**src/rtl/hce_pkg.sv**
```systemverilog
package hce_pkg;

  localparam int MaxKey     = 4;
  localparam int LetterW    = 5;
  localparam int SizeW      = 3;
  localparam int KeyRowW    = MaxKey * LetterW;
  localparam int ProdW      = 2 * LetterW;
  localparam int SumW       = 12;
  localparam int RecipW     = 10;
  localparam int RecipShift = 14;
  localparam int QuotW      = SumW + RecipW - RecipShift;
  localparam int CharW      = 7;

  localparam logic [LetterW-1:0] ModBase  = 5'd26;
  localparam logic [RecipW-1:0]  RecipMul = 10'd630;
  localparam logic [CharW-1:0]   AsciiLow = 7'd97;
  localparam logic [7:0]         UpperA   = 8'd65;
  localparam logic [7:0]         UpperZ   = 8'd90;
  localparam logic [7:0]         LowerA   = 8'd97;
  localparam logic [7:0]         LowerZ   = 8'd122;

  typedef logic [LetterW-1:0] letter_t;
  typedef logic [KeyRowW-1:0] key_row_t;

  typedef struct packed {
    letter_t [MaxKey-1:0] letters;
    logic [SizeW-1:0]     size;
  } job_t;

  typedef struct packed {
    logic full;
    logic empty;
  } fifo_stat_t;

  typedef enum logic [2:0] {
    RegKeySize  = 3'd0,
    RegPad      = 3'd1,
    RegKeyRow0  = 3'd2,
    RegKeyRow1  = 3'd3,
    RegKeyRow2  = 3'd4,
    RegKeyRow3  = 3'd5
  } reg_idx_t;

endpackage

```
**src/rtl/hce_front.sv**
```systemverilog
module hce_front (
  input  logic                         clk,
  input  logic                         rst_n,
  input  logic                         in_tvalid,
  output logic                         in_tready,
  input  logic [7:0]                   in_tdata,   // [7:0] text_byte
  input  logic                         in_tlast,   // end_of_text
  input  logic [hce_pkg::SizeW-1:0]    key_n,
  input  hce_pkg::letter_t             pad_val,
  input  hce_pkg::fifo_stat_t          fifo_stat,
  output logic                         push,
  output hce_pkg::job_t                push_job
);
  import hce_pkg::*;

  logic [1:0]       fill_r, fill_nxt;
  letter_t          blk_r [MaxKey];
  logic             accept;
  logic             is_upper, is_lower, is_letter;
  logic [7:0]       diff;
  letter_t          letter;
  logic [SizeW-1:0] fill_inc;
  logic             complete, flush;

  assign in_tready = !fifo_stat.full;
  assign accept    = in_tvalid && in_tready;

  assign is_upper  = (in_tdata >= UpperA) && (in_tdata <= UpperZ);
  assign is_lower  = (in_tdata >= LowerA) && (in_tdata <= LowerZ);
  assign is_letter = is_upper || is_lower;
  assign diff      = is_upper ? (in_tdata - UpperA) : (in_tdata - LowerA);
  assign letter    = diff[LetterW-1:0];

  assign fill_inc = {1'b0, fill_r} + 3'd1;
  assign complete = is_letter && (fill_inc >= key_n);
  assign flush    = fill_r != 2'd0;

  always_comb begin
    push_job.size = key_n;
    for (int j = 0; j < MaxKey; j++) begin
      if (in_tlast) begin
        push_job.letters[j] = (3'(j) < {1'b0, fill_r}) ? blk_r[j] : pad_val;
      end else begin
        push_job.letters[j] = (3'(j) == {1'b0, fill_r}) ? letter : blk_r[j];
      end
    end
  end

  assign push = accept && (in_tlast ? flush : complete);

  always_comb begin
    fill_nxt = fill_r;
    if (accept) begin
      if (in_tlast) begin
        fill_nxt = 2'd0;
      end else if (is_letter) begin
        fill_nxt = complete ? 2'd0 : fill_inc[1:0];
      end
    end
  end

  always_ff @(posedge clk) begin
    if (!rst_n) begin
      fill_r <= 2'd0;
    end else begin
      fill_r <= fill_nxt;
    end
  end

  always_ff @(posedge clk) begin
    if (accept && !in_tlast && is_letter) begin
      blk_r[fill_r] <= letter;
    end
  end

endmodule

```
**src/rtl/hce_fifo.sv**
```systemverilog
module hce_fifo (
  input  logic                clk,
  input  logic                rst_n,
  input  logic                push,
  input  hce_pkg::job_t       push_job,
  input  logic                pop,
  output hce_pkg::job_t       head_job,
  output hce_pkg::fifo_stat_t stat
);
  import hce_pkg::*;

  job_t       mem_r [2];
  logic       wr_ptr_r, wr_ptr_nxt;
  logic       rd_ptr_r, rd_ptr_nxt;
  logic [1:0] cnt_r, cnt_nxt;

  assign stat.full  = cnt_r == 2'd2;
  assign stat.empty = cnt_r == 2'd0;
  assign head_job   = mem_r[rd_ptr_r];

  always_comb begin
    wr_ptr_nxt = push ? !wr_ptr_r : wr_ptr_r;
    rd_ptr_nxt = pop ? !rd_ptr_r : rd_ptr_r;
    cnt_nxt    = cnt_r + {1'b0, push} - {1'b0, pop};
  end

  always_ff @(posedge clk) begin
    if (!rst_n) begin
      wr_ptr_r <= 1'b0;
      rd_ptr_r <= 1'b0;
      cnt_r    <= 2'd0;
    end else begin
      wr_ptr_r <= wr_ptr_nxt;
      rd_ptr_r <= rd_ptr_nxt;
      cnt_r    <= cnt_nxt;
    end
  end

  always_ff @(posedge clk) begin
    if (push) begin
      mem_r[wr_ptr_r] <= push_job;
    end
  end

endmodule

```
**src/rtl/hce_back.sv**
```systemverilog
module hce_back (
  input  logic                                  clk,
  input  logic                                  rst_n,
  input  hce_pkg::job_t                         head_job,
  input  hce_pkg::fifo_stat_t                   fifo_stat,
  input  hce_pkg::key_row_t [hce_pkg::MaxKey-1:0] key_rows,
  output logic                                  pop,
  output logic                                  out_tvalid,
  input  logic                                  out_tready,
  output logic [7:0]                            out_tdata,  // [6:0] cipher_char
  output logic                                  out_tlast   // block_last
);
  import hce_pkg::*;

  logic [1:0]           row_r, row_nxt;
  logic                 issue, row_last;
  key_row_t             key_row;
  logic [SumW-1:0]      sum;

  logic                 s1_valid_r, s1_valid_nxt, s1_last_r;
  logic [SumW-1:0]      s1_sum_r;
  logic                 s2_valid_r, s2_valid_nxt, s2_last_r;
  logic [SumW-1:0]      s2_sum_r;
  logic [QuotW-1:0]     s2_quot_r;
  logic                 out_valid_r, out_valid_nxt, out_last_r;
  logic [CharW-1:0]     out_char_r;

  logic                 out_free, s2_free, s1_free;
  logic [SumW+RecipW-1:0] recip_prod;
  logic [SumW-1:0]      rem_full;
  logic [5:0]           rem_wide;
  letter_t              rem;

  assign out_free = !out_valid_r || out_tready;
  assign s2_free  = !s2_valid_r || out_free;
  assign s1_free  = !s1_valid_r || s2_free;

  assign issue    = !fifo_stat.empty && s1_free;
  assign row_last = ({1'b0, row_r} + 3'd1) == head_job.size;
  assign pop      = issue && row_last;
  assign key_row  = key_rows[row_r];

  always_comb begin
    letter_t         k;
    logic [ProdW-1:0] p;
    sum = '0;
    for (int j = 0; j < MaxKey; j++) begin
      k = key_row[j*LetterW +: LetterW];
      if (k >= ModBase) begin
        k = k - ModBase;
      end
      p = k * head_job.letters[j];
      if (3'(j) < head_job.size) begin
        sum = sum + SumW'(p);
      end
    end
  end

  always_comb begin
    row_nxt = row_r;
    if (issue) begin
      row_nxt = row_last ? 2'd0 : row_r + 2'd1;
    end
    s1_valid_nxt  = issue ? 1'b1 : (s2_free ? 1'b0 : s1_valid_r);
    s2_valid_nxt  = s2_free ? s1_valid_r : s2_valid_r;
    out_valid_nxt = out_free ? s2_valid_r : out_valid_r;
  end

  assign recip_prod = s1_sum_r * RecipMul;
  assign rem_full   = s2_sum_r - SumW'(s2_quot_r) * SumW'(ModBase);
  assign rem_wide   = rem_full[5:0];
  assign rem        = (rem_wide >= 6'd26) ? LetterW'(rem_wide - 6'd26) : rem_wide[LetterW-1:0];

  always_ff @(posedge clk) begin
    if (!rst_n) begin
      row_r       <= 2'd0;
      s1_valid_r  <= 1'b0;
      s2_valid_r  <= 1'b0;
      out_valid_r <= 1'b0;
    end else begin
      row_r       <= row_nxt;
      s1_valid_r  <= s1_valid_nxt;
      s2_valid_r  <= s2_valid_nxt;
      out_valid_r <= out_valid_nxt;
    end
  end

  always_ff @(posedge clk) begin
    if (issue) begin
      s1_sum_r  <= sum;
      s1_last_r <= row_last;
    end
    if (s2_free) begin
      s2_sum_r  <= s1_sum_r;
      s2_quot_r <= recip_prod[SumW+RecipW-1:RecipShift];
      s2_last_r <= s1_last_r;
    end
    if (out_free) begin
      out_char_r <= AsciiLow + CharW'(rem);
      out_last_r <= s2_last_r;
    end
  end

  assign out_tvalid = out_valid_r;
  assign out_tdata  = {1'b0, out_char_r};
  assign out_tlast  = out_last_r;

endmodule

```
**src/rtl/hill_cipher_encrypt_core.sv**
```systemverilog
// Path: a letter completing a block, or an end-of-text flush, queues the block in
//   a 2-entry queue; its first cipher letter reaches out_tvalid via s1, s2, out.
// Throughput: one text byte per cycle unless the queue is full; one cipher letter
//   per cycle per block if out_tready allows, via a three-stage dot-product/mod-26 pipe.
// Reset: synchronous, active low; clears fill count, queue and pipe, loads
//   register defaults; the block buffer is not cleared.
module hill_cipher_encrypt_core (
  input  logic        clk,
  input  logic        rst_n,
  input  logic        in_tvalid,
  output logic        in_tready,
  input  logic [7:0]  in_tdata,    // [7:0] text_byte
  input  logic        in_tlast,    // end_of_text
  output logic        out_tvalid,
  input  logic        out_tready,
  output logic [7:0]  out_tdata,   // [6:0] cipher_char, [7] zero
  output logic        out_tlast,   // block_last
  input  logic        cfg_psel,
  input  logic        cfg_penable,
  input  logic        cfg_pwrite,
  input  logic [4:0]  cfg_paddr,
  input  logic [31:0] cfg_pwdata,
  output logic [31:0] cfg_prdata,
  output logic        cfg_pready
);
  import hce_pkg::*;

  logic [SizeW-1:0]          key_size_r;
  letter_t                   pad_r;
  key_row_t [MaxKey-1:0]     key_rows_r;
  logic                      cfg_wr;
  reg_idx_t                  cfg_idx;
  logic [SizeW-1:0]          key_n;
  letter_t                   pad_val;
  logic                      push, pop;
  job_t                      push_job, head_job;
  fifo_stat_t                fifo_stat;

  assign cfg_pready = 1'b1;
  assign cfg_wr     = cfg_psel && cfg_penable && cfg_pwrite && cfg_pready;
  assign cfg_idx    = reg_idx_t'(cfg_paddr[4:2]);

  always_ff @(posedge clk) begin
    if (!rst_n) begin
      key_size_r    <= 3'd4;
      pad_r         <= 5'd23;
      key_rows_r[0] <= 20'd1;
      key_rows_r[1] <= 20'd32;
      key_rows_r[2] <= 20'd1024;
      key_rows_r[3] <= 20'd32768;
    end else if (cfg_wr) begin
      case (cfg_idx)
        RegKeySize: key_size_r    <= cfg_pwdata[SizeW-1:0];
        RegPad:     pad_r         <= cfg_pwdata[LetterW-1:0];
        RegKeyRow0: key_rows_r[0] <= cfg_pwdata[KeyRowW-1:0];
        RegKeyRow1: key_rows_r[1] <= cfg_pwdata[KeyRowW-1:0];
        RegKeyRow2: key_rows_r[2] <= cfg_pwdata[KeyRowW-1:0];
        RegKeyRow3: key_rows_r[3] <= cfg_pwdata[KeyRowW-1:0];
        default: ;
      endcase
    end
  end

  always_comb begin
    case (cfg_idx)
      RegKeySize: cfg_prdata = 32'(key_size_r);
      RegPad:     cfg_prdata = 32'(pad_r);
      RegKeyRow0: cfg_prdata = 32'(key_rows_r[0]);
      RegKeyRow1: cfg_prdata = 32'(key_rows_r[1]);
      RegKeyRow2: cfg_prdata = 32'(key_rows_r[2]);
      RegKeyRow3: cfg_prdata = 32'(key_rows_r[3]);
      default:    cfg_prdata = 32'd0;
    endcase
  end

  always_comb begin
    if (key_size_r == 3'd0) begin
      key_n = 3'd1;
    end else if (key_size_r > 3'(MaxKey)) begin
      key_n = 3'(MaxKey);
    end else begin
      key_n = key_size_r;
    end
  end

  assign pad_val = (pad_r >= ModBase) ? pad_r - ModBase : pad_r;

  hce_front u_front (
    .clk       (clk),
    .rst_n     (rst_n),
    .in_tvalid (in_tvalid),
    .in_tready (in_tready),
    .in_tdata  (in_tdata),
    .in_tlast  (in_tlast),
    .key_n     (key_n),
    .pad_val   (pad_val),
    .fifo_stat (fifo_stat),
    .push      (push),
    .push_job  (push_job)
  );

  hce_fifo u_fifo (
    .clk      (clk),
    .rst_n    (rst_n),
    .push     (push),
    .push_job (push_job),
    .pop      (pop),
    .head_job (head_job),
    .stat     (fifo_stat)
  );

  hce_back u_back (
    .clk        (clk),
    .rst_n      (rst_n),
    .head_job   (head_job),
    .fifo_stat  (fifo_stat),
    .key_rows   (key_rows_r),
    .pop        (pop),
    .out_tvalid (out_tvalid),
    .out_tready (out_tready),
    .out_tdata  (out_tdata),
    .out_tlast  (out_tlast)
  );

  a_char_range: assert property (@(posedge clk) disable iff (!rst_n)
    out_tvalid |-> (out_tdata >= 8'd97) && (out_tdata <= 8'd122))
    else $error("cipher letter out of range");

  a_no_pop_empty: assert property (@(posedge clk) disable iff (!rst_n)
    pop |-> !fifo_stat.empty)
    else $error("queue popped while empty");

  a_no_push_full: assert property (@(posedge clk) disable iff (!rst_n)
    push |-> !fifo_stat.full && in_tvalid)
    else $error("queue pushed while full");

  a_job_size: assert property (@(posedge clk) disable iff (!rst_n)
    !fifo_stat.empty |-> (head_job.size >= 3'd1) && (head_job.size <= 3'(MaxKey)))
    else $error("queued block has bad size");

endmodule
```
**config.mk**
```make
export PLATFORM = sky130hd
export DESIGN_NAME = hill_cipher_encrypt_core
export DESIGN_NICKNAME = d
export VERILOG_FILES = /design/src/rtl/hce_pkg.sv /design/src/rtl/hce_front.sv /design/src/rtl/hce_fifo.sv /design/src/rtl/hce_back.sv /design/src/rtl/hill_cipher_encrypt_core.sv
export SDC_FILE = /design/constraint.sdc
export NUM_CORES = 1
export LEC_CHECK = 0
export BUFFER_PORTS_ARGS = -buffer_cell sky130_fd_sc_hd__buf_2
export CORE_UTILIZATION = 57
export CTS_CLUSTER_SIZE = 24
export DETAILED_ROUTE_END_ITERATION = 12
export PLACE_DENSITY_LB_ADDON = 0.12
export SLEW_MARGIN = 20
export SYNTH_ARGS = -nofsm -noshare
export SYNTH_HDL_FRONTEND = slang
export SYNTH_SLANG_ARGS = --single-unit
```
**constraint.sdc**
```tcl
create_clock -name clk -period 11 [get_ports clk]
set_input_delay 2.75 -clock clk [delete_from_list [all_inputs] [get_ports clk]]
set_output_delay 2.75 -clock clk [all_outputs]
set_load 0.01 [all_outputs]
```
# --- Word level (Yosys, flattened, before mapping) ---
# Memories as Yosys holds them, arrays and structs flattened. A register that Yosys moved wholly into a read port is not among the register bits.
# Index checks and enable logic that the tools add are counted.
totals:
  ff_bits: 135
  mem_bits_rw: 66
  inputBits: 53
  output_inout_bits: 44
  word_cells: 154
  mem_count: 2
classes:
  n_addsub: 18
  multipliers: 6
  magnitude_cmp: 20
  eq_ne: 10
  muxes: 40
  n_reduce_logical: 37
mem_list:
  columns: ["memory", "words", "word_bits", "read_ports", "rd_ports_with_merged_regs", "write_ports", "line_no", "text"]
  rows:
  - ["u_fifo.mem_r", 2, 23, 1, 1, 1, "hce_fifo.sv:12", "job_t mem_r [2];"]
  - ["u_front.blk_r", 4, 5, 4, 0, 1, "hce_front.sv:17", "letter_t blk_r [MaxKey];"]
op_table:
  columns: ["operator", "n"]
  rows:
  - ["$pmux W20 S6", 1]
  - ["$mux W5", 18]
  - ["$bmux W20 S2", 1]
  - ["$mul A5 B5 Y10", 4]
  - ["$mux W12", 3]
  - ["$sub A5 B5 Y5 const B", 6]
  - ["$ge A5 B5 Y1 const B", 5]
  - ["$add A12 B10 Y12", 2]
  - ["$mul A12 B9 Y21 const B", 1]
  - ["$mux W20", 1]
  - ["$ge A8 B7 Y1 const B", 2]
  - ["$le A8 B7 Y1 const B", 2]
  - ["$reduce_and A2 Y1", 7]
  - ["$add A10 B10 Y11", 1]
  - ["$logic_and A1 B1 Y1", 11]
  - ["$mux W10", 1]
  - ["$sub A5 B1 Y5 const B", 2]
  - ["$mux W1", 9]
  - ["$logic_not A1 Y1", 8]
  - ["$mul A8 B4 Y5 const B", 1]
  - ["$mux W2", 4]
  - ["$add A6 B6 Y7 const A", 1]
  - ["$add A2 B1 Y3 const B", 2]
  - ["$eq A3 B2 Y1 const B", 2]
  - ["23 further kinds", 36]

# --- Depth between registers and ports, before layout ---
# Gate-level depths: netlist of run 1.
logic_depth:
  word_depth: 12
  depth_mapped: 49
  depth_no_buf: 47

# --- Modules after synthesis ---
# A second synthesis of run 1 with hierarchy kept.
unflattened:
  hier_cells: 1587
  area_unflattened_um2: 16123.0
by_module_without_submodules:
  columns: ["mod", "n_inst", "cells_each", "area_per_inst_um2", "seq_area_each_um2"]
  rows:
  - ["hce_back", 1, 897, 8459.4, 1091.0]
  - ["hill_cipher_encrypt_core", 1, 436, 4236.6, 1761.7]
  - ["hce_fifo", 1, 92, 1888.1, 1481.4]
  - ["hce_front", 1, 162, 1539.0, 640.6]

# --- Worst setup path after synthesis of run 1 ---
# No wires, ideal clock.
synth_timing:
  path_type: "reg2reg"
  startpoint: "register u_back.row_r[1]"
  endpoint: "register u_back.s1_sum_r[10], data pin"
  setup_ps: 266
  arrival_ps: 11496
  required_time_ps: 10734
  setup_slack_ps: -761
  path_stages_with_launch: 44
  n_path_buf: 1
  period_less_slack_ps: 11761
  cell_sequence: "dfxtp_1 buf_4 mux4_2 inv_1 ha_1 inv_1 a21oi_2 nor2_4 mux2i_2 nand2_1 fa_1 fa_1 fa_1 inv_1 ha_1 xnor2_1 nor2_1 fa_1 [... 8 more ...] fa_1 fa_1 inv_1 ha_1 xnor2_1 a21oi_1 fa_1 fa_1 fa_1 inv_1 ha_1 a21o_1 a21oi_1 o21bai_1 a2111oi_0 o21ai_0 o31ai_1 a211oi_1"
synth_between:
  elab_chain_len: 12
  elab_cells_between_ends: 25
  cone_classes: "add/sub (7); mul (4); order compare (4); mux (10)"
synth_rtl:
  columns: ["element", "line_no", "text"]
  rows:
  - ["start, declared", "hce_back.sv:15", "logic [1:0] row_r, row_nxt;"]
  - ["start signal, assigned", "hce_back.sv:81", "row_r <= row_nxt;"]
  - ["$bmux W20 S2 *", "hce_back.sv:41", "assign key_row = key_rows[row_r];"]
  - ["$mux W20 (not written as such) *", "hce_back.sv:41", null]
  - ["$sub A5 B5 Y5 or $ge A5 B5 Y1 (tied branches)", "hce_back.sv:50, hce_back.sv:49", null]
  - ["$mux W5", "hce_back.sv:49", "if (k >= ModBase) begin"]
  - ["$mul A5 B5 Y10", "hce_back.sv:52", "p = k * head_job.letters[j];"]
  - ["$mux W10", "hce_back.sv:53", "if (3'(j) < head_job.size) begin"]
  - ["$add A10 B10 Y11", "hce_back.sv:54", "sum = sum + SumW'(p);"]
  - ["$mux W12", "hce_back.sv:53", null]
  - ["$add A12 B10 Y12", "hce_back.sv:54", null]
  - ["$mux W12", "hce_back.sv:53", null]
  - ["$add A12 B10 Y12", "hce_back.sv:54", null]
  - ["$mux W12 *", "hce_back.sv:53", null]
  - ["via u_back.sum[10]", "hce_back.sv:18", "logic [SumW-1:0] sum;"]
  - ["end signal, assigned", "hce_back.sv:90", "s1_sum_r <= sum;"]
  - ["end, declared", "hce_back.sv:21", "logic [SumW-1:0] s1_sum_r;"]
# Mark *: on every way through the listed nets, which the timed path passes. The rest lies on a longest branch. The select of a mux whose other input is x is not followed.
# A chain may end at the register's enable or synchronous reset.

# --- Worst setup path in the final report of run 1 ---
# Same ends and word-level chain as after synthesis.

==> results of run 1 <==
[power by group through the flow]
stage,clock network (W),registers [W],logic (W)
2_1_floorplan,0,0.000841,0.000373
3_5_place_dp,0,0.000840,0.000490
3_3_place_gp,0,0.000839,0.000465
5_1_grt,0.000694,0.000824,0.000549
4_1_cts,0.000666,0.000822,0.000499
6_report,0.000657,0.000822,0.000498
[through the flow]
step	hold WS, ps	area, um2	setup WS, ps
global route	446.3	18030	-565.4
floorplan	400.3	16080	19.60
CTS	449.2	17900	-247.0
detailed placement	419.8	17060	-668.5
finish	445.7	18030	-196.1
global placement	401.7	17060	-493.9
[flip-flops by register name, indices dropped and copies added (netlist names), 5 cells and up, named ones only]
name / cells
key_rows_r: 80
pad_r: 5
u_back.out_char_r: 7
u_back.s1_sum_r: 12
u_back.s2_quot_r: 5
u_back.s2_sum_r: 6
u_fifo.mem_r: 46
u_front.blk_r: 20
[metal layers]
metal / wire length [um] / global-route usage / vias to the layer above / share of wire
li1: - / - / 5790 / -
met1: 16710 / 0.3553 / 5845 / 0.44
met2: 19170 / 0.4879 / 334 / 0.50
met3: 1748 / 0.03685 / 44 / 0.046
met4: 699 / 0.07795 / 2 / 0.018
met5: 10 / 0 / - / 0.00026
[what timing repair did]
item	CTS	global route
pin swaps	43	11
setup buffers	18	4
cloned	0	0
hold buffers	0	0
endpoints found under the setup margin	7	8
resized for setup	27	26
[cell type report]
type	instances	area (um2)
clock inverters	15	192.7
flip-flops and latches	199	4979
fillers	2206	9146
well taps	372	465.4
diodes	1	2.502
multi-input cells	1194	10230
clock buffers	17	425.4
repair buffers	153	985.9
inverters	200	753.2
[critical path: cells and delay by family (launching register included)]
| kind | cells | cell delay [ps] |
|---|---|---|
| fa+ha+maj | 17 | 7030 |
| compound gates | 10 | 1650 |
| xor+xnor | 4 | 650 |
| mux | 1 | 580 |
| flops | 1 | 410 |
| buf+inv | 7 | 390 |
| simple gates | 3 | 220 |
[cell usage in the layout, fill, tap and decap left out, types with 10 or more instances in the layout]
cell / n
and2_1: 32
nor2b_1: 26
buf_2: 68
inv_2: 11
dfxtp_1: 99
o21ai_1: 21
a21o_1: 13
a21oi_1: 40
fa_1: 93
ha_1: 141
a21boi_1: 21
nor2_1: 56
edfxtp_1: 99
buf_4: 83
conb_1: 14
xor2_1: 10
mux2i_1: 58
xnor2_1: 34
clkbuf_16: 17
o22ai_1: 19
mux4_2: 20
nand2_1: 266
nand2b_1: 24
inv_1: 188
a21boi_0: 65
mux2_2: 23
nand3_1: 18
o211ai_1: 13
o21a_1: 12
o21ai_0: 38
[worst min path at each step]
stage / cells past startpoint / to / slack (ps) / from
2_1_floorplan: 0 / u_back.out_tlast / 400 / u_back.s2_last_r
3_3_place_gp: 0 / u_back.out_tlast / 400 / u_back.s2_last_r
3_5_place_dp: 0 / u_back.out_tlast / 420 / u_back.s2_last_r
4_1_cts: 0 / u_back.out_tlast / 450 / u_back.s2_last_r
5_1_grt: 0 / u_back.s2_last_r / 450 / u_back.s1_last_r
6_report: 0 / u_back.out_tlast / 450 / u_back.s2_last_r
[logic make-up (layout without fill, tap and decap cells)]
group | count (synthesis) | count (layout) | synth area share
simple gates | 469 | 469 | 0.1333
compound gates | 308 | 308 | 0.1315
buf+inv | 277 | 385 | 0.06959
fa+ha+maj | 245 | 245 | 0.2379
flops | 199 | 199 | 0.3119
mux | 104 | 104 | 0.08379
xor+xnor | 54 | 54 | 0.03154
other cells | 2 | 15 | 0.0004709
==> qor.csv, run 1 <==
metric,value,unit
number of global-route vias before repair,12040,
ys async rst share,0,
Ys Warns,0,
vias after detailed routing,12020,
Total Routing Usage GR,0.2767,
final worst path period share,1.018,
Worst path most repeated cell,fa_1,
TritonCTS clock tree,built,
status,finished with violations,
worst setup margin,-196.1,ps
hpwl dp,28530,um
slew margin rel.,0.2393,
number of H-tree levels,4,
DIE WIDTH,169.3,um
most common cell in the netlist,nand2_1,
drc violations,0,
final hold violation count,0,
CP Capture Type,flip-flop,
Clock power frac,0.333,
first-pass GRT wire length,61620,um
prevailing post-synth register cell,dfxtp_1,
clock sinks,199,
endpoints failing setup,5,
failing checks,setup timing,
Iteration-0 DRC Markers,763,
max-slew violation count,0,
drt first pass iters,5,
Tmin final,11200,ps
Setup TNS,-725.9,ps
Required @ worst endpoint,11180,ps
PortBufs,68,
largest area contributor in the netlist,edfxtp_1,
synthesized netlist cell count,1658,
Crit. Startpoint,u_back.row_r[1],
#FFs+latches synth,199,
Die Ht,169.3,um
I/O pins,97,
Hold Crit Class,flip-flop to flip-flop,
Num CTS Buffers,17,
Sw Share,0.3166,
Post-Syn Area,15950,um2
Nets,2063,
r2r setup slk,-200,ps
reg2reg path depth,42,
core outline area,27180,um2
RSZ-0062 raised after global routing,yes,
sequential share of power,0.416,
Crit Path Max Fanout,6,
DIE AREA,28650,um2
Post-synth EDFFs,99,
WS Path Type,flip-flop to flip-flop,
placed cell count,2102,
Pwr Total,0.001977,W
crit path DAT,11380,ps
Root Buffer,clkbuf_16,
WL/cell,17.82,um
Syn Area/Cell,9.619,um2
Reg-to-Reg End,u_back.s1_sum_r[10],
Comb power frac,0.252,
Leakage,7.637,nW
Synth cell types,76,
Max clock buf depth,2,
internal power,0.001351,W
total gr overflow,0,
"Area growth, synth to finish",13.06,%
Clock Latency Late Sink,450,ps
largest net degree at the start of global routing,101,
final core occ,0.6634,
most common library cells after synthesis,"267 x nand2_1, 195 x inv_1, 148 x ha_1",
drt total wl,38330,um
FP Rows,60,
CP max stage delay,580,ps
Max Freq,89.32,MHz
Non-Filler Instances,2151,
Reg-to-Reg Start,u_back.row_r[1],
ratio of cells with drive above 1 in the final layout,0.1727,
routed vias/inst,5.586,
pwr dens,109.7,nW/um2
slowest stage cell on the critical path,mux4_2,
Tightest Pin Transition,1141,ps
placer congestion estimate,0.9135,
clk slew on worst S/H paths,80,ps
Max VDD drop,76.12,uV
NetSw,0.0006259,W
Starting Density,0.5868,
initial antenna violation count,2,
critical path launch point type,flip-flop,
Max-Cap Viols,0,
ranking of synthesized cells by area,"edfxtp_1 19%, dfxtp_1 13%, fa_1 12%, ha_1 12%, nand2_1 6.3%",
Final ANT Viol Nets,0,
Synth top area share,0.1864,
skew final,19.18,ps
register area share after synthesis,0.3119,
Critical Path Sink,u_back.s1_sum_r[10],
Note: power is estimated with default switching activity, not from simulation.
==> run 2: changes to the inputs <==
--- a/config.mk
+++ b/config.mk
@@ -6,6 +6,7 @@
 export NUM_CORES = 1
 export LEC_CHECK = 0
 export BUFFER_PORTS_ARGS = -buffer_cell sky130_fd_sc_hd__buf_2
+export CORE_ASPECT_RATIO = 1.25
 export CORE_UTILIZATION = 57
 export CTS_CLUSTER_SIZE = 24
 export DETAILED_ROUTE_END_ITERATION = 12
==> qor.csv, run 2 (synthesis results as in run 1) <==
metric,value,unit,change
status,finished with violations,,
failing checks,setup timing,,
largest net degree at the start of global routing,101,,unchanged
"Area growth, synth to finish",13.35,%,
vias after detailed routing,11930,,-0.74%
Nets,2061,,-0.097%
drc violations,0,,unchanged
CP Capture Type,flip-flop,,
max FFs per register,80,,unchanged
hpwl dp,27390,um,-4.0%
I/O pins,97,,unchanged
dpl ws,-498.1,ps,+170.5 ps
Worst path most repeated cell,fa_1,,
HP Start,u_back.s1_last_r,,
# hold bufs at CTS,0,,unchanged
WS Path Type,flip-flop to flip-flop,,
Leakage,7.612,nW,-0.32%
TritonCTS clock tree,built,,
Max clock buf depth,2,,unchanged
FP Rows,68,,+13%
Hold Crit Class,flip-flop to flip-flop,,
Tmin final,11060,ps,-136.3 ps
first-pass GRT wire length,58460,um,-5.1%
clock sinks,199,,unchanged
total gr overflow,0,,unchanged
Final ANT Viol Nets,0,,unchanged
Max VDD drop,111.2,uV,+46%
Clock Latency Late Sink,440,ps,about the same
Total Routing Usage GR,0.2627,,-0.01405
endpoints failing setup,2,,-3
CP max stage delay,620,ps,+40 ps
Root Buffer,clkbuf_16,,
WL/cell,17.12,um,-3.9%
final hold violation count,0,,unchanged
slew margin rel.,0.2591,,+0.01981
largest register by flop count,key_rows_r,,
drt total wl,36390,um,-5.1%
ratio of cells with drive above 1 in the final layout,0.1762,,+0.003573
Non-Filler Instances,2126,,-1.2%
worst setup margin,-59.78,ps,+136.3 ps
Starting Density,0.5785,,-0.008310
Largest regs,"key_rows_r (80), u_fifo.mem_r (46), u_front.blk_r (20)",,
DP Area,17040,um2,-0.15%
RSZ-0062 raised after global routing,yes,,
number of global-route vias before repair,12050,,+0.083%
Max Freq,90.42,MHz,+1.2%
drt first pass iters,5,,unchanged
Die Ht,189.0,um,+12%
DIE AREA,28660,um2,about the same
critical path launch point type,flip-flop,,
Tightest Pin Transition,1111,ps,-29.72 ps
clk slew on worst S/H paths,80,ps,about the same
slowest stage cell on the critical path,mux4_2,,
most frequent cells in the layout,"266 x nand2_1, 188 x inv_1, 137 x ha_1",,
routed vias/inst,5.610,,+0.43%
max-slew violation count,0,,unchanged
Required @ worst endpoint,11190,ps,about the same
"most common cell after layout, fill and taps aside",nand2_1,,
Iteration-0 DRC Markers,633,,-17%
Crit Path Max Fanout,5,,-1
Crit. Startpoint,u_back.row_r[1],,
PortBufs,68,,unchanged
Pwr Total,0.001941,W,-1.8%
crit path DAT,11250,ps,-130 ps
final worst path period share,1.005,,-0.01240
Reg-to-Reg Start,u_back.row_r[1],,
pwr dens,107.4,nW/um2,-2.1%
Final Cell Area,18080,um2,+0.26%
Max-Cap Viols,0,,unchanged
number of H-tree levels,4,,unchanged
initial antenna violation count,0,,-2
core outline area,27570,um2,+1.4%
placer congestion estimate,0.8895,,-2.6%
Fill cells,2247,,+1.9%
Num CTS Buffers,17,,unchanged
DIE WIDTH,151.6,um,-10%
skew final,16.04,ps,-3.141 ps
placed cell count,2080,,-1.0%
# diodes,0,,-1
==> run 2: layout make-up <==
class                   count  area [um2]  area share
multi-input cells        1194       10330      0.5716
flip-flops and latches    199        4979      0.2754
repair buffers            151       967.2     0.05351
inverters                 200       750.7     0.04153
clock buffers              18       439.2     0.02430
well taps                 350       437.9     0.02423
clock inverters            14       170.2    0.009414
==> run 2: timing repair <==
item / 4_1_cts / 5_1_grt
endpoints found under the setup margin: 7 / 7
hold endpoints to repair: 0 / 0
buffers inserted: 9 / 5
gates resized for setup: 33 / 32
pin swaps: 40 / 17
==> run 2: metal layers <==
layer,up-vias,wire length [um],part of all wire,global-route usage
met3,67,1207,0.033,0.03108
met2,243,19460,0.53,0.4884
met1,5845,14420,0.40,0.2999
met5,-,0,0,0
met4,0,1310,0.036,0.1051
li1,5771,-,-,-
==> run 2: through the flow <==
| stage | TNS (ps) | hold WS (ps) | util |
|---|---|---|---|
| 2_1_floorplan | 0 | 400.3 | - |
| 3_3_place_gp | -1270 | 403.5 | 0.6178 |
| 3_5_place_dp | -2075 | 404.5 | 0.6180 |
| 4_1_cts | -175.6 | 424.9 | 0.6474 |
| 5_1_grt | -1880 | 427.2 | 0.6557 |
| 6_report | -92.77 | 424.9 | 0.6557 |
==> run 2: critical path, delay by kind of cell, from the launching register on <==
family	cells	cell delay (ps)
AOI/OAI and AO/OA	9	1280
xor gates and xnor gates	4	650
adders and majority gates	17	7020
buffers and inverters	7	400
DFF	1	400
muxes	2	820
and+or+nand+nor	3	230
==> run 2: final timing paths <==
| kind | end | slack [ps] | cells after the start |
|---|---|---|---|
| min reg2reg | u_back.s2_last_r | 420 | 0 |
| max | u_back.s1_sum_r[8] | -60 | 42 |
| min | u_back.s2_last_r | 420 | 0 |
| max reg2reg | u_back.s1_sum_r[8] | -60 | 42 |
==> run 2: power by group <==
group | switching, W | total [W] | internal (W)
registers | 0.00000882 | 0.000820 | 0.000811
logic | 0.000257 | 0.000481 | 0.000224
clock network | 0.000323 | 0.000640 | 0.000317
==> run 3: changes to the inputs <==
--- a/config.mk
+++ b/config.mk
@@ -7,7 +7,8 @@
 export LEC_CHECK = 0
 export BUFFER_PORTS_ARGS = -buffer_cell sky130_fd_sc_hd__buf_2
 export CORE_ASPECT_RATIO = 1.25
-export CORE_UTILIZATION = 57
+export CORE_UTILIZATION = 58
+export CTS_BUF_LIST = sky130_fd_sc_hd__clkbuf_8
 export CTS_CLUSTER_SIZE = 24
 export DETAILED_ROUTE_END_ITERATION = 12
 export PLACE_DENSITY_LB_ADDON = 0.12
==> qor.csv, run 3 (synthesis results as in run 1) <==
metric,value,unit,change
status,"complete, no violations",,
routed vias/inst,5.622,,+0.22%
vias after detailed routing,11990,,+0.50%
placed cell count,2075,,-0.24%
grt met1 use,0.3132,,+0.01330
Clock power frac,0.267,,-0.063
Worst path most repeated cell,fa_1,,
Root Buffer,clkbuf_8,,
CP max stage delay,620,ps,about the same
max FFs per register,80,,unchanged
final core occ,0.6645,,+0.008753
slew margin rel.,0.2028,,-0.05634
met2 global-route usage,0.4954,,+0.006983
pwr dens,99.56,nW/um2,-7.3%
I/O pins,97,,unchanged
first-pass GRT wire length,59330,um,+1.5%
WL/cell,17.14,um,+0.12%
largest register by flop count,key_rows_r,,
largest net degree at the start of global routing,101,,unchanged
TritonCTS clock tree,built,,
drt total wl,36540,um,+0.40%
max-slew violation count,0,,unchanged
endpoints failing setup,0,,-2
Sw Share,0.3102,,+0.006795
ratio of cells with drive above 1 in the final layout,0.1765,,+0.0002318
RSZ-0062 raised after global routing,yes,,
Max-Cap Viols,0,,unchanged
placer congestion estimate,0.8627,,-3.0%
Largest regs,"key_rows_r (80), u_fifo.mem_r (46), u_front.blk_r (20)",,
slowest stage cell on the critical path,mux4_2,,
clock sinks,199,,unchanged
Max VDD drop,101.5,uV,-8.7%
r2r setup slk,30,ps,+90 ps
"Area growth, synth to finish",12.12,%,
Required @ worst endpoint,11240,ps,+50 ps
Final ANT Viol Nets,0,,unchanged
total gr overflow,0,,unchanged
drt first pass iters,5,,unchanged
critical path launch point type,flip-flop,,
internal power,0.001228,W,-9.2%
final hold violation count,0,,unchanged
Total Routing Usage GR,0.2694,,+0.006759
CP Capture Type,flip-flop,,
DP Area,17030,um2,about the same
Nets,2070,,+0.44%
WS Path Type,flip-flop to flip-flop,,
Comb power frac,0.272,,+0.024
Tmin final,10970,ps,-92.35 ps
Die Ht,187.4,um,-0.86%
busiest grt layer,met2,,
Fill cells,2203,,-2.0%
initial antenna violation count,2,,+2
Non-Filler Instances,2132,,+0.28%
Final Cell Area,17880,um2,-1.1%
GR Layer Usage met3,0.02902,,-0.002060
Num CTS Buffers,17,,unchanged
Leakage,7.567,nW,-0.59%
most frequent cells in the layout,"266 x nand2_1, 188 x inv_1, 138 x ha_1",,
FP Rows,67,,-1.5%
PortBufs,68,,unchanged
Hold Crit Class,flip-flop to flip-flop,,
"most common cell after layout, fill and taps aside",nand2_1,,
NetSw,0.0005522,W,-6.2%
Max Freq,91.18,MHz,+0.84%
hpwl dp,27560,um,+0.63%
Starting Density,0.5926,,+0.01412
Clock Latency Late Sink,480,ps,+40 ps
number of global-route vias before repair,12220,,+1.4%
crit path DAT,11200,ps,-50 ps
drc violations,0,,unchanged
Iteration-0 DRC Markers,574,,-9.3%
# hold bufs at CTS,0,,unchanged
number of H-tree levels,4,,unchanged
DIE AREA,28170,um2,-1.7%
core outline area,26910,um2,-2.4%
skew final,24.51,ps,+8.470 ps
Crit Path Max Fanout,5,,unchanged
Max clock buf depth,2,,unchanged
sequential share of power,0.461,,+0.039
final worst path period share,0.9970,,-0.008395
clk slew on worst S/H paths,100,ps,+20 ps
DIE WIDTH,150.3,um,-0.85%
Tightest Pin Transition,1191,ps,+80.12 ps
[run 3: changes by cell type in the layout (fill, tap and decap cells not counted), moves of 3 or more]
cell and change:
clkbuf_16 -17, clkbuf_8 +16, buf_4 +10, o21ai_1 +3
o21ai_2 -3
[run 3: cell type report]
type	count	area [um2]	share of cell area
antenna	2	5.005	0.0002799
clock buffer	17	234.0	0.01309
clock inverter	15	167.7	0.009377
inverter	200	753.2	0.04212
multi-input combinational	1194	10280	0.5749
sequential	199	4979	0.2784
tap	345	431.7	0.02414
timing repair buffer	160	1031	0.05766
[run 3: timing repair]
| item | 4_1_cts | 5_1_grt |
|---|---|---|
| resized for setup | 32 | 27 |
| setup endpoints to repair | 6 | 7 |
| pin swaps | 25 | 14 |
| setup buffers | 15 | 8 |
[run 3: worst max-delay path, delay by kind of cell, from the launching register on]
family	cells	cell delay, ps
buffers and inverters	7	390
AO/OA/AOI/OAI	9	1270
XOR/XNOR	5	750
flip-flops	1	400
multiplexers	1	620
adder cells (fa/ha/maj)	17	7050
AND/OR/NAND/NOR	3	210
[run 3: stage by stage]
| stage | hold WS (ps) | setup TNS (ps) | total power [W] | setup slack [ps] |
|---|---|---|---|---|
| after global routing | 441.6 | -2111 | 0.001871 | -398.2 |
| final | 430.3 | 0 | 0.001780 | 32.57 |
| after global placement | 406.5 | -1214 | 0.001300 | -314.9 |
| after CTS | 432.0 | -130.8 | 0.001784 | -78.36 |
| after floorplan | 400.3 | 0 | 0.001214 | 19.60 |
| after detailed placement | 407.5 | -1939 | 0.001312 | -449.2 |
[run 3: per-layer routing]
layer	vias up	wire length (um)
met1	5836	14420
met3	59	1374
met2	288	19680
li1	5803	-
met4	0	1066
met5	-	0
[run 3: final timing paths]
kind	startpoint	to	cells past startpoint
worst min register to register	u_back.s1_last_r	u_back.s2_last_r	0
worst max-delay path	u_back.row_r[1]	u_back.s1_sum_r[8]	42
worst min-delay path	u_back.s1_last_r	u_back.s2_last_r	0
worst max register to register	u_back.row_r[1]	u_back.s1_sum_r[8]	42
[run 3: power groups by stage]
| stage | clock, W | sequential, W | combinational, W |
|---|---|---|---|
| floorplan | 0 | 0.000841 | 0.000373 |
| global placement | 0 | 0.000837 | 0.000463 |
| detailed placement | 0 | 0.000838 | 0.000474 |
| CTS | 0.000481 | 0.000821 | 0.000483 |
| global route | 0.000512 | 0.000823 | 0.000536 |
| finish | 0.000476 | 0.000821 | 0.000484 |
